==> config.mk <==
export PLATFORM = sky130hd
export DESIGN_NAME = nested_loop_equi_join
export DESIGN_NICKNAME = d
export VERILOG_FILES = /design/src/sv/nlej_pkg.sv /design/src/sv/nlej_front.sv /design/src/sv/nlej_back.sv /design/src/sv/nested_loop_equi_join.sv
export SDC_FILE = /design/constraint.sdc
export NUM_CORES = 2
export LEC_CHECK = 0
export BUFFER_PORTS_ARGS = -buffer_cell sky130_fd_sc_hd__buf_2
export CORE_MARGIN = 5
export CORE_UTILIZATION = 50
export CTS_BUF_LIST = sky130_fd_sc_hd__clkbuf_4
export CTS_CLUSTER_DIAMETER = 40
export DETAILED_ROUTE_END_ITERATION = 6
export GPL_ROUTABILITY_DRIVEN = 0
export PLACE_DENSITY = 0.62
export SYNTH_ARGS = -nofsm -noshare
export SYNTH_HDL_FRONTEND = slang
export SYNTH_SLANG_ARGS = --single-unit
==> constraint.sdc <==
create_clock -name clk_i -period 5.99 [get_ports clk_i]
set_clock_uncertainty 0.2 [all_clocks]
set_input_delay 0 -clock clk_i [delete_from_list [all_inputs] [get_ports clk_i]]
set_output_delay 0 -clock clk_i [all_outputs]
set_load 0.1 [all_outputs]
==> src/sv/nlej_pkg.sv <==
// ----------------------------------------------------------------------------
// nlej_pkg
// Shared types, codes and widths of the nested-loop equi-join block.
// ----------------------------------------------------------------------------
package nlej_pkg;

  localparam int unsigned OPCODE_W    = 2;
  localparam int unsigned KEY_W       = 32;
  localparam int unsigned LEFT_POS_W  = 16;
  localparam int unsigned RIGHT_POS_W = 6;

  localparam int unsigned RIGHT_DEPTH_DEF     = 64;
  localparam int unsigned LEFT_INDEX_BITS_DEF = 16;

  // Input opcodes
  localparam logic [OPCODE_W-1:0] OP_STORE = 2'd0;
  localparam logic [OPCODE_W-1:0] OP_PROBE = 2'd1;
  localparam logic [OPCODE_W-1:0] OP_CLEAR = 2'd2;

  typedef enum logic [1:0] {
    CMD_STORE,
    CMD_PROBE,
    CMD_CLEAR
  } cmd_e;

  typedef enum logic {
    ST_IDLE,
    ST_SCAN
  } state_e;

  typedef struct packed {
    cmd_e                    cmd;
    logic signed [KEY_W-1:0] key;
  } cmd_t;

  typedef struct packed {
    logic [LEFT_POS_W-1:0]   left_position;
    logic [RIGHT_POS_W-1:0]  right_position;
    logic signed [KEY_W-1:0] match_key;
    logic                    last_match;
    logic                    overflow;
  } result_t;

endpackage

==> src/sv/nlej_front.sv <==
// ----------------------------------------------------------------------------
// nlej_front
// Input side: accepts items, decodes the opcode and queues commands
// (two entries) for the execution side. Unused opcodes are dropped here.
// ----------------------------------------------------------------------------
module nlej_front (
  input  logic                                 clk_i,
  input  logic                                 rst_ni,
  input  logic                                 push,
  output logic                                 full,
  input  logic [nlej_pkg::OPCODE_W-1:0]        opcode_i,
  input  logic signed [nlej_pkg::KEY_W-1:0]    key_i,
  output logic                                 cmd_vld_o,
  output nlej_pkg::cmd_t                       cmd_o,
  input  logic                                 cmd_rdy_i
);

  nlej_pkg::cmd_t mem_q [2];
  logic           wr_ptr_q, wr_ptr_d;
  logic           rd_ptr_q, rd_ptr_d;
  logic [1:0]     cnt_q, cnt_d;

  logic           accept;
  logic           enq;
  logic           deq;
  nlej_pkg::cmd_t cmd_new;

  assign full   = (cnt_q == 2'd2);
  assign accept = push && !full;

  // Classify the opcode; anything unused is taken and dropped.
  always_comb begin
    cmd_new.key = key_i;
    cmd_new.cmd = nlej_pkg::CMD_STORE;
    enq         = 1'b0;
    case (opcode_i)
      nlej_pkg::OP_STORE: begin
        cmd_new.cmd = nlej_pkg::CMD_STORE;
        enq         = accept;
      end
      nlej_pkg::OP_PROBE: begin
        cmd_new.cmd = nlej_pkg::CMD_PROBE;
        enq         = accept;
      end
      nlej_pkg::OP_CLEAR: begin
        cmd_new.cmd = nlej_pkg::CMD_CLEAR;
        enq         = accept;
      end
      default: begin
        enq = 1'b0;
      end
    endcase
  end

  assign cmd_vld_o = (cnt_q != 2'd0);
  assign cmd_o     = mem_q[rd_ptr_q];
  assign deq       = cmd_vld_o && cmd_rdy_i;

  always_comb begin
    wr_ptr_d = enq ? ~wr_ptr_q : wr_ptr_q;
    rd_ptr_d = deq ? ~rd_ptr_q : rd_ptr_q;
    cnt_d    = cnt_q + {1'b0, enq} - {1'b0, deq};
  end

  always_ff @(posedge clk_i or negedge rst_ni) begin
    if (!rst_ni) begin
      wr_ptr_q <= 1'b0;
      rd_ptr_q <= 1'b0;
      cnt_q    <= 2'd0;
    end else begin
      wr_ptr_q <= wr_ptr_d;
      rd_ptr_q <= rd_ptr_d;
      cnt_q    <= cnt_d;
    end
  end

  always_ff @(posedge clk_i) begin
    if (enq) begin
      mem_q[wr_ptr_q] <= cmd_new;
    end
  end

endmodule

==> src/sv/nlej_back.sv <==
// ----------------------------------------------------------------------------
// nlej_back
// Execution side: right-key table, counters, one-comparator scan engine and
// a two-entry result queue.
// ----------------------------------------------------------------------------
module nlej_back #(
  parameter int unsigned RIGHT_DEPTH     = nlej_pkg::RIGHT_DEPTH_DEF,
  parameter int unsigned LEFT_INDEX_BITS = nlej_pkg::LEFT_INDEX_BITS_DEF
) (
  input  logic                                 clk_i,
  input  logic                                 rst_ni,
  input  logic                                 cmd_vld_i,
  input  nlej_pkg::cmd_t                       cmd_i,
  output logic                                 cmd_rdy_o,
  output logic                                 empty,
  input  logic                                 pop,
  output nlej_pkg::result_t                    res_o
);

  localparam int unsigned CNT_W = $clog2(RIGHT_DEPTH + 1);
  localparam int unsigned IDX_W = $clog2(RIGHT_DEPTH);
  localparam logic [CNT_W-1:0] DEPTH_CNT = CNT_W'(RIGHT_DEPTH);

  nlej_pkg::state_e state_q, state_d;

  logic [CNT_W-1:0]           cnt_q, cnt_d;
  logic [LEFT_INDEX_BITS-1:0] lctr_q, lctr_d;
  logic                       flag_q, flag_d;
  logic [CNT_W-1:0]           addr_q, addr_d;
  logic                       cmp_vld_q, cmp_vld_d;
  logic                       pend_vld_q, pend_vld_d;

  logic signed [nlej_pkg::KEY_W-1:0] mem_q [RIGHT_DEPTH];
  logic signed [nlej_pkg::KEY_W-1:0] rd_q;
  logic signed [nlej_pkg::KEY_W-1:0] key_q, key_d;
  logic [nlej_pkg::LEFT_POS_W-1:0]   lpos_q, lpos_d;
  logic [IDX_W-1:0]                  cmp_idx_q, cmp_idx_d;
  logic [IDX_W-1:0]                  pend_idx_q, pend_idx_d;

  logic        wr_en;
  logic        rd_en;
  logic [31:0] lctr_ext;
  logic        cmd_take;
  logic        issue;
  logic        match;
  logic        done;
  logic        emit;
  logic        out_full;
  logic        stall;
  logic        push_out;
  nlej_pkg::result_t res_new;

  nlej_pkg::result_t out_mem_q [2];
  logic              out_wr_q, out_rd_q;
  logic [1:0]        out_cnt_q;
  logic              pop_out;

  assign lctr_ext  = 32'(lctr_q);
  assign cmd_rdy_o = (state_q == nlej_pkg::ST_IDLE);
  assign cmd_take  = cmd_vld_i && cmd_rdy_o;

  assign issue    = (state_q == nlej_pkg::ST_SCAN) && (addr_q < cnt_q);
  assign match    = cmp_vld_q && (rd_q == key_q);
  assign done     = (state_q == nlej_pkg::ST_SCAN) && !cmp_vld_q && !issue;
  // A pending match goes out once a later match or the end of scan shows
  // whether it is the final one.
  assign emit     = pend_vld_q && (match || done);
  assign out_full = (out_cnt_q == 2'd2);
  assign stall    = emit && out_full;
  assign push_out = emit && !out_full;

  always_comb begin
    res_new.left_position  = lpos_q;
    res_new.right_position = nlej_pkg::RIGHT_POS_W'(pend_idx_q);
    res_new.match_key      = key_q;
    res_new.last_match     = done;
    res_new.overflow       = flag_q;
  end

  always_comb begin
    state_d    = state_q;
    cnt_d      = cnt_q;
    lctr_d     = lctr_q;
    flag_d     = flag_q;
    addr_d     = addr_q;
    cmp_vld_d  = cmp_vld_q;
    pend_vld_d = pend_vld_q;
    key_d      = key_q;
    lpos_d     = lpos_q;
    cmp_idx_d  = cmp_idx_q;
    pend_idx_d = pend_idx_q;
    wr_en      = 1'b0;
    rd_en      = 1'b0;
    case (state_q)
      nlej_pkg::ST_IDLE: begin
        if (cmd_take) begin
          case (cmd_i.cmd)
            nlej_pkg::CMD_STORE: begin
              if (cnt_q < DEPTH_CNT) begin
                wr_en = 1'b1;
                cnt_d = cnt_q + CNT_W'(1);
              end else begin
                flag_d = 1'b1;
              end
            end
            nlej_pkg::CMD_PROBE: begin
              key_d      = cmd_i.key;
              lpos_d     = lctr_ext[nlej_pkg::LEFT_POS_W-1:0];
              lctr_d     = lctr_q + LEFT_INDEX_BITS'(1);
              addr_d     = '0;
              cmp_vld_d  = 1'b0;
              pend_vld_d = 1'b0;
              state_d    = nlej_pkg::ST_SCAN;
            end
            nlej_pkg::CMD_CLEAR: begin
              cnt_d  = '0;
              lctr_d = '0;
              flag_d = 1'b0;
            end
            default: begin
              cnt_d = cnt_q;
            end
          endcase
        end
      end
      nlej_pkg::ST_SCAN: begin
        // Hold the whole scan pipe while a result waits for queue space.
        if (!stall) begin
          rd_en     = issue;
          cmp_vld_d = issue;
          cmp_idx_d = addr_q[IDX_W-1:0];
          if (issue) begin
            addr_d = addr_q + CNT_W'(1);
          end
          if (match) begin
            pend_vld_d = 1'b1;
            pend_idx_d = cmp_idx_q;
          end else if (done) begin
            pend_vld_d = 1'b0;
            state_d    = nlej_pkg::ST_IDLE;
          end
        end
      end
      default: begin
        state_d = nlej_pkg::ST_IDLE;
      end
    endcase
  end

  always_ff @(posedge clk_i or negedge rst_ni) begin
    if (!rst_ni) begin
      state_q    <= nlej_pkg::ST_IDLE;
      cnt_q      <= '0;
      lctr_q     <= '0;
      flag_q     <= 1'b0;
      addr_q     <= '0;
      cmp_vld_q  <= 1'b0;
      pend_vld_q <= 1'b0;
    end else begin
      state_q    <= state_d;
      cnt_q      <= cnt_d;
      lctr_q     <= lctr_d;
      flag_q     <= flag_d;
      addr_q     <= addr_d;
      cmp_vld_q  <= cmp_vld_d;
      pend_vld_q <= pend_vld_d;
    end
  end

  always_ff @(posedge clk_i) begin
    key_q      <= key_d;
    lpos_q     <= lpos_d;
    cmp_idx_q  <= cmp_idx_d;
    pend_idx_q <= pend_idx_d;
  end

  // Right-key table: one write port, one registered read port.
  always_ff @(posedge clk_i) begin
    if (wr_en) begin
      mem_q[cnt_q[IDX_W-1:0]] <= cmd_i.key;
    end
    if (rd_en) begin
      rd_q <= mem_q[addr_q[IDX_W-1:0]];
    end
  end

  // Result queue
  assign empty   = (out_cnt_q == 2'd0);
  assign pop_out = pop && !empty;
  assign res_o   = out_mem_q[out_rd_q];

  always_ff @(posedge clk_i or negedge rst_ni) begin
    if (!rst_ni) begin
      out_wr_q  <= 1'b0;
      out_rd_q  <= 1'b0;
      out_cnt_q <= 2'd0;
    end else begin
      if (push_out) begin
        out_wr_q <= ~out_wr_q;
      end
      if (pop_out) begin
        out_rd_q <= ~out_rd_q;
      end
      out_cnt_q <= out_cnt_q + {1'b0, push_out} - {1'b0, pop_out};
    end
  end

  always_ff @(posedge clk_i) begin
    if (push_out) begin
      out_mem_q[out_wr_q] <= res_new;
    end
  end

  a_out_cnt_bound: assert property (@(posedge clk_i) disable iff (!rst_ni)
    out_cnt_q <= 2'd2)
    else $error("result queue count out of range");

  a_idle_pipe_empty: assert property (@(posedge clk_i) disable iff (!rst_ni)
    (state_q == nlej_pkg::ST_IDLE) |-> (!cmp_vld_q && !pend_vld_q))
    else $error("scan pipe busy while idle");

  a_cnt_bound: assert property (@(posedge clk_i) disable iff (!rst_ni)
    cnt_q <= DEPTH_CNT)
    else $error("right count beyond depth");

  a_scan_cnt_stable: assert property (@(posedge clk_i) disable iff (!rst_ni)
    (state_q == nlej_pkg::ST_SCAN) |=> $stable(cnt_q))
    else $error("table size changed during scan");

  a_stall_holds: assert property (@(posedge clk_i) disable iff (!rst_ni)
    stall |=> ($stable(addr_q) && $stable(pend_vld_q)))
    else $error("scan advanced while result queue full");

endmodule

==> src/sv/nested_loop_equi_join.sv <==
// ----------------------------------------------------------------------------
// nested_loop_equi_join
// Equi-join of streamed left keys against a stored table of right keys.
// Input (push/full): opcode_i stores key_i in the right table, probes the
// table with key_i, or clears it (table, left index, overflow flag); opcode 3
// is taken and ignored. A store into a full table is dropped and sets the
// overflow flag carried on later results.
// Results (empty/pop): one transfer per matching right entry, ascending, with
// last_match_o on the final one of a probe; a probe with no match gives none.
// Flow: a transfer is registered in the command queue before it reaches the
// execution side. Store and clear retire there as soon as they are taken; a
// probe walks the N stored keys with the single comparator, one entry per
// cycle while no result waits for queue space. A match waits until the next
// match or the scan end fixes its last mark.
// Reset clears counters, flag and both queues; table contents stay but are
// never read beyond the stored count. When the receiver stalls, hold the scan
// once the two-entry result queue is full; the two-entry command queue takes
// two more commands, then full rises.
// ----------------------------------------------------------------------------
module nested_loop_equi_join #(
  parameter int unsigned RIGHT_DEPTH     = nlej_pkg::RIGHT_DEPTH_DEF,
  parameter int unsigned LEFT_INDEX_BITS = nlej_pkg::LEFT_INDEX_BITS_DEF
) (
  input  logic                                  clk_i,
  input  logic                                  rst_ni,
  input  logic                                  push,
  output logic                                  full,
  input  logic [nlej_pkg::OPCODE_W-1:0]         opcode_i,
  input  logic signed [nlej_pkg::KEY_W-1:0]     key_i,
  output logic                                  empty,
  input  logic                                  pop,
  output logic [nlej_pkg::LEFT_POS_W-1:0]       left_position_o,
  output logic [nlej_pkg::RIGHT_POS_W-1:0]      right_position_o,
  output logic signed [nlej_pkg::KEY_W-1:0]     match_key_o,
  output logic                                  last_match_o,
  output logic                                  overflow_o
);

  logic              cmd_vld;
  logic              cmd_rdy;
  nlej_pkg::cmd_t    cmd;
  nlej_pkg::result_t res;

  // Front: accept and decode, queue commands for the execution side.
  nlej_front u_front (
    .clk_i     (clk_i),
    .rst_ni    (rst_ni),
    .push      (push),
    .full      (full),
    .opcode_i  (opcode_i),
    .key_i     (key_i),
    .cmd_vld_o (cmd_vld),
    .cmd_o     (cmd),
    .cmd_rdy_i (cmd_rdy)
  );

  // Back: table updates, probe scan and result queue.
  nlej_back #(
    .RIGHT_DEPTH     (RIGHT_DEPTH),
    .LEFT_INDEX_BITS (LEFT_INDEX_BITS)
  ) u_back (
    .clk_i     (clk_i),
    .rst_ni    (rst_ni),
    .cmd_vld_i (cmd_vld),
    .cmd_i     (cmd),
    .cmd_rdy_o (cmd_rdy),
    .empty     (empty),
    .pop       (pop),
    .res_o     (res)
  );

  // Unpack the result head onto the field ports.
  assign left_position_o  = res.left_position;
  assign right_position_o = res.right_position;
  assign match_key_o      = res.match_key;
  assign last_match_o     = res.last_match;
  assign overflow_o       = res.overflow;

endmodule
==> results.cfg <==
[global_route]
gr-total-overflow = 0
grt_max_degree = 133
grt_pass1_vias = 44758
grtUsageTotal = 0.231
grt_pass1_wl_um = 311000
grt_antenna_before_repair = 10

[setup_path]
critPathTopFamily = simple AND/OR/NAND/NOR gates
endpoint_kind = flip-flop
critPathLaunchType = flip-flop
startpoint = u_front.rd_ptr_q
path_common_cell = buf_4
critPathRequiredTime_ns = 6.72
slowest_delay_ns = 1.05
r2r_cells = 9
worst-path-buf-inv = 4
path_depth = 9
arrival_ns = 5.34
worstReg2RegStart = u_front.rd_ptr_q
ff2ff_setup_slack_ns = 1.38
timing.rr.end = u_back.mem_q[28][28]
slowest_stage = nor2_4
crit_fanout = 34
cp_cell_sequence = buf_4, mux2i_1, ha_1, inv_1, nor4_1, buf_4, nand2_1, nor2_4, buf_4
criticalPathCategory = reg2reg

[timing]
setup_viol = 0
fin_ws_ns = 1.38
hold_viol = 0
fin_crit_sh = 0.770
slew-limit-headroom = 0.176
tightest_slew_ns = 1.23
fin_crit_ns = 4.61
setup_tns_ns = 0
hold_slack_ns = 0.209
clock.fmax_mhz = 217
maxSlewViolCount = 0
rsz0062_at_grt = false

[finish]
final_common_cell = edfxtp_1
fillers = 13215
finalInstanceArea_um2 = 102000
fin_nets = 4514
drive_above_1_share = 0.399
layout_common_cells = edfxtp_1 (2320), clkbuf_4 (866), mux4_2 (640)
final_core_util = 0.573
area_growth_syn_to_layout_pct = 14.0

[floorplanning]
initial_core_util = 0.502
rows = 155
dieWidth_um = 433
coreArea_um2 = 178000
chipHeight_um = 433
die_area_um2 = 188000
pin_count = 96

[worst_hold_path]
hp-start = pop
hp-class = in2reg
whs_path_depth = 5
holdPathEnd = u_back.out_rd_q

[synth]
async_flop_share = 0.0178
netlist.area_leader.share = 0.777
synth.area.top_cells = edfxtp_1 (78%), mux4_2 (16%), dfrtp_1 (1.2%)
yosys.area.top_type = edfxtp_1
synth_simple_gate_area_share = 0.0127
synth_compound_area_frac = 0.00800
ys.flop_type = edfxtp_1
synth_mux_area_frac = 0.173
syn_area_um2 = 89600
ys_warn_count = 0
syn-mean-instance-area_um2 = 24.2
synth_fa_ha_area_frac = 0.00223
syn_nets = 3759
synth_edf_count = 2320
synth_seq_cells = 2362
syn_inst = 3705
seq_area_frac_synth = 0.789
synth_top_family_by_area = multiplexers
synth.distinct_cells = 51
synthXorXnorAreaFrac = 0.00556

[clock_network]
cts_tree = built
clkSinkCount = 2362
cts_buffers = 611
postCtsSetupRepairBufs = 0
ctsHtreeMaxLevel = 6
cts_resized = 0
clockBufferDepth = 4
cts_root_buf = clkbuf_4
worstSkewPairLatency_ns = 1.30
clk_pin_slew_worst_paths_ns = 0.06

[detailed_routing]
drt-initial-drc-count = 4003
antenna_left = 0
avgRoutedWirePerCell_um = 29.7
drt_pass1_iterations = 7
vias_per_cell = 5.93
vias = 42737
drc = 0
wl_um = 214000

[placed_design]
place_ws_ns = 1.42
dp_hpwl_um = 122000
dpl_cell_area_um2 = 93800
portBuffers = 95

[status]
status = finished, final reports clean

[pwr]
leakagePower_nw = 32.5
vdd_ir_drop_max_v = 0.000414
cellPowerDensity_nw_per_um2 = 465

[run]
maxCapViolCount = 0
==> routing by layer <==
layer  vias up  share of wire  wire length [um]  GRT usage
li1      17751              -                 -          -
met1     22870           0.40             86700      0.318
met2      1803           0.50            107000      0.374
met3       313          0.072             15500     0.0514
met4         0          0.025              5440     0.0754
met5         -              0                 0          0
==> state kept, by name, summed over array words and instances (netlist names), 2 cells and up <==
| register | cells |
|---|---|
| u_back.mem_q | 2048 |
| u_back.cnt_q | 7 |
| u_front.mem_q | 68 |
| u_front.cnt_q | 2 |
| u_back.cmp_idx_q | 6 |
| u_back.key_q | 32 |
| u_back.out_cnt_q | 2 |
| u_back.rd_q | 32 |
| u_back.lctr_q | 16 |
| u_back.out_mem_q | 112 |
| u_back.addr_q | 7 |
| u_back.pend_idx_q | 6 |
| u_back.lpos_q | 16 |
==> cells in the mapped netlist, drive strengths merged, types with 4 or more instances <==
cell type,number
xor2,35
mux4,640
nand3,25
edfxtp,2320
xnor2,21
a22oi,65
inv,18
nand4,7
and2,4
nor2,97
nor2b,5
dfrtp,42
nand2b,5
and3,7
o21ai,8
o211ai,4
nor4,10
mux2i,5
nand2,64
clkbuf,100
ha,16
nor3,4
buf,76
or4,6
a21oi,4
mux2,89
==> through the flow <==
step	std cells	power [mW]
floorplan	3705	30.0
global placement	6089	34.7
detailed placement	6089	34.9
CTS	7190	48.0
global route	7201	49.6
finish	7204	47.5
==> cell families (layout without fill, tap and decap cells) <==
family / after synthesis / count (layout)
mux: 734 / 734
other cells: 0 / 14
flops: 2362 / 2362
fa+ha+maj: 16 / 16
simple gates: 244 / 244
xor+xnor: 56 / 56
buf+inv: 197 / 1327
compound gates: 96 / 96
==> worst reg2reg max path, delay by kind of cell (launching register included) <==
kind,cells,cell delay [ns]
fa+ha+maj,1,0.28
mux,1,0.35
simple gates,3,1.95
flops,1,0.36
buf+inv,4,1.15
==> worst max path at each step <==
stage	to	slack, ns
6_report	u_back.mem_q[28][28]	1.38
5_1_grt	u_back.mem_q[28][28]	1.13
4_1_cts	u_back.mem_q[21][7]	1.37
3_5_place_dp	u_back.mem_q[21][8]	1.42
3_3_place_gp	u_back.mem_q[12][18]	1.38
2_1_floorplan	u_back.out_mem_q[0][0]	0.98
==> layout make-up <==
type	count	area, um2	area share
Timing Repair Buffer	318	2600	0.0255
Clock buffer	866	6500	0.0636
Clock inverter	122	666	0.00652
Multi-Input combinational cell	1146	18600	0.182
Inverter	21	78.8	0.000772
Tap cell	2355	2950	0.0288
Antenna cell	14	35.0	0.000343
Sequential cell	2362	70700	0.692
==> timing repair <==
| action | 4_1_cts | 5_1_grt |
|---|---|---|
| setup endpoints to repair | 0 | 0 |
| endpoints found under the hold margin | 184 | 0 |
| hold buffers | 113 | 0 |
==> report_power, final <==
group | total (mW) | internal [mW] | leakage (nW) | switching (mW)
Clock | 13.1 | 6.89 | 4.33 | 6.23
Combinational | 13.2 | 4.82 | 6.68 | 8.38
Sequential | 21.2 | 20.7 | 21.5 | 0.548
No activity file was read; power rests on OpenSTA's default activity.
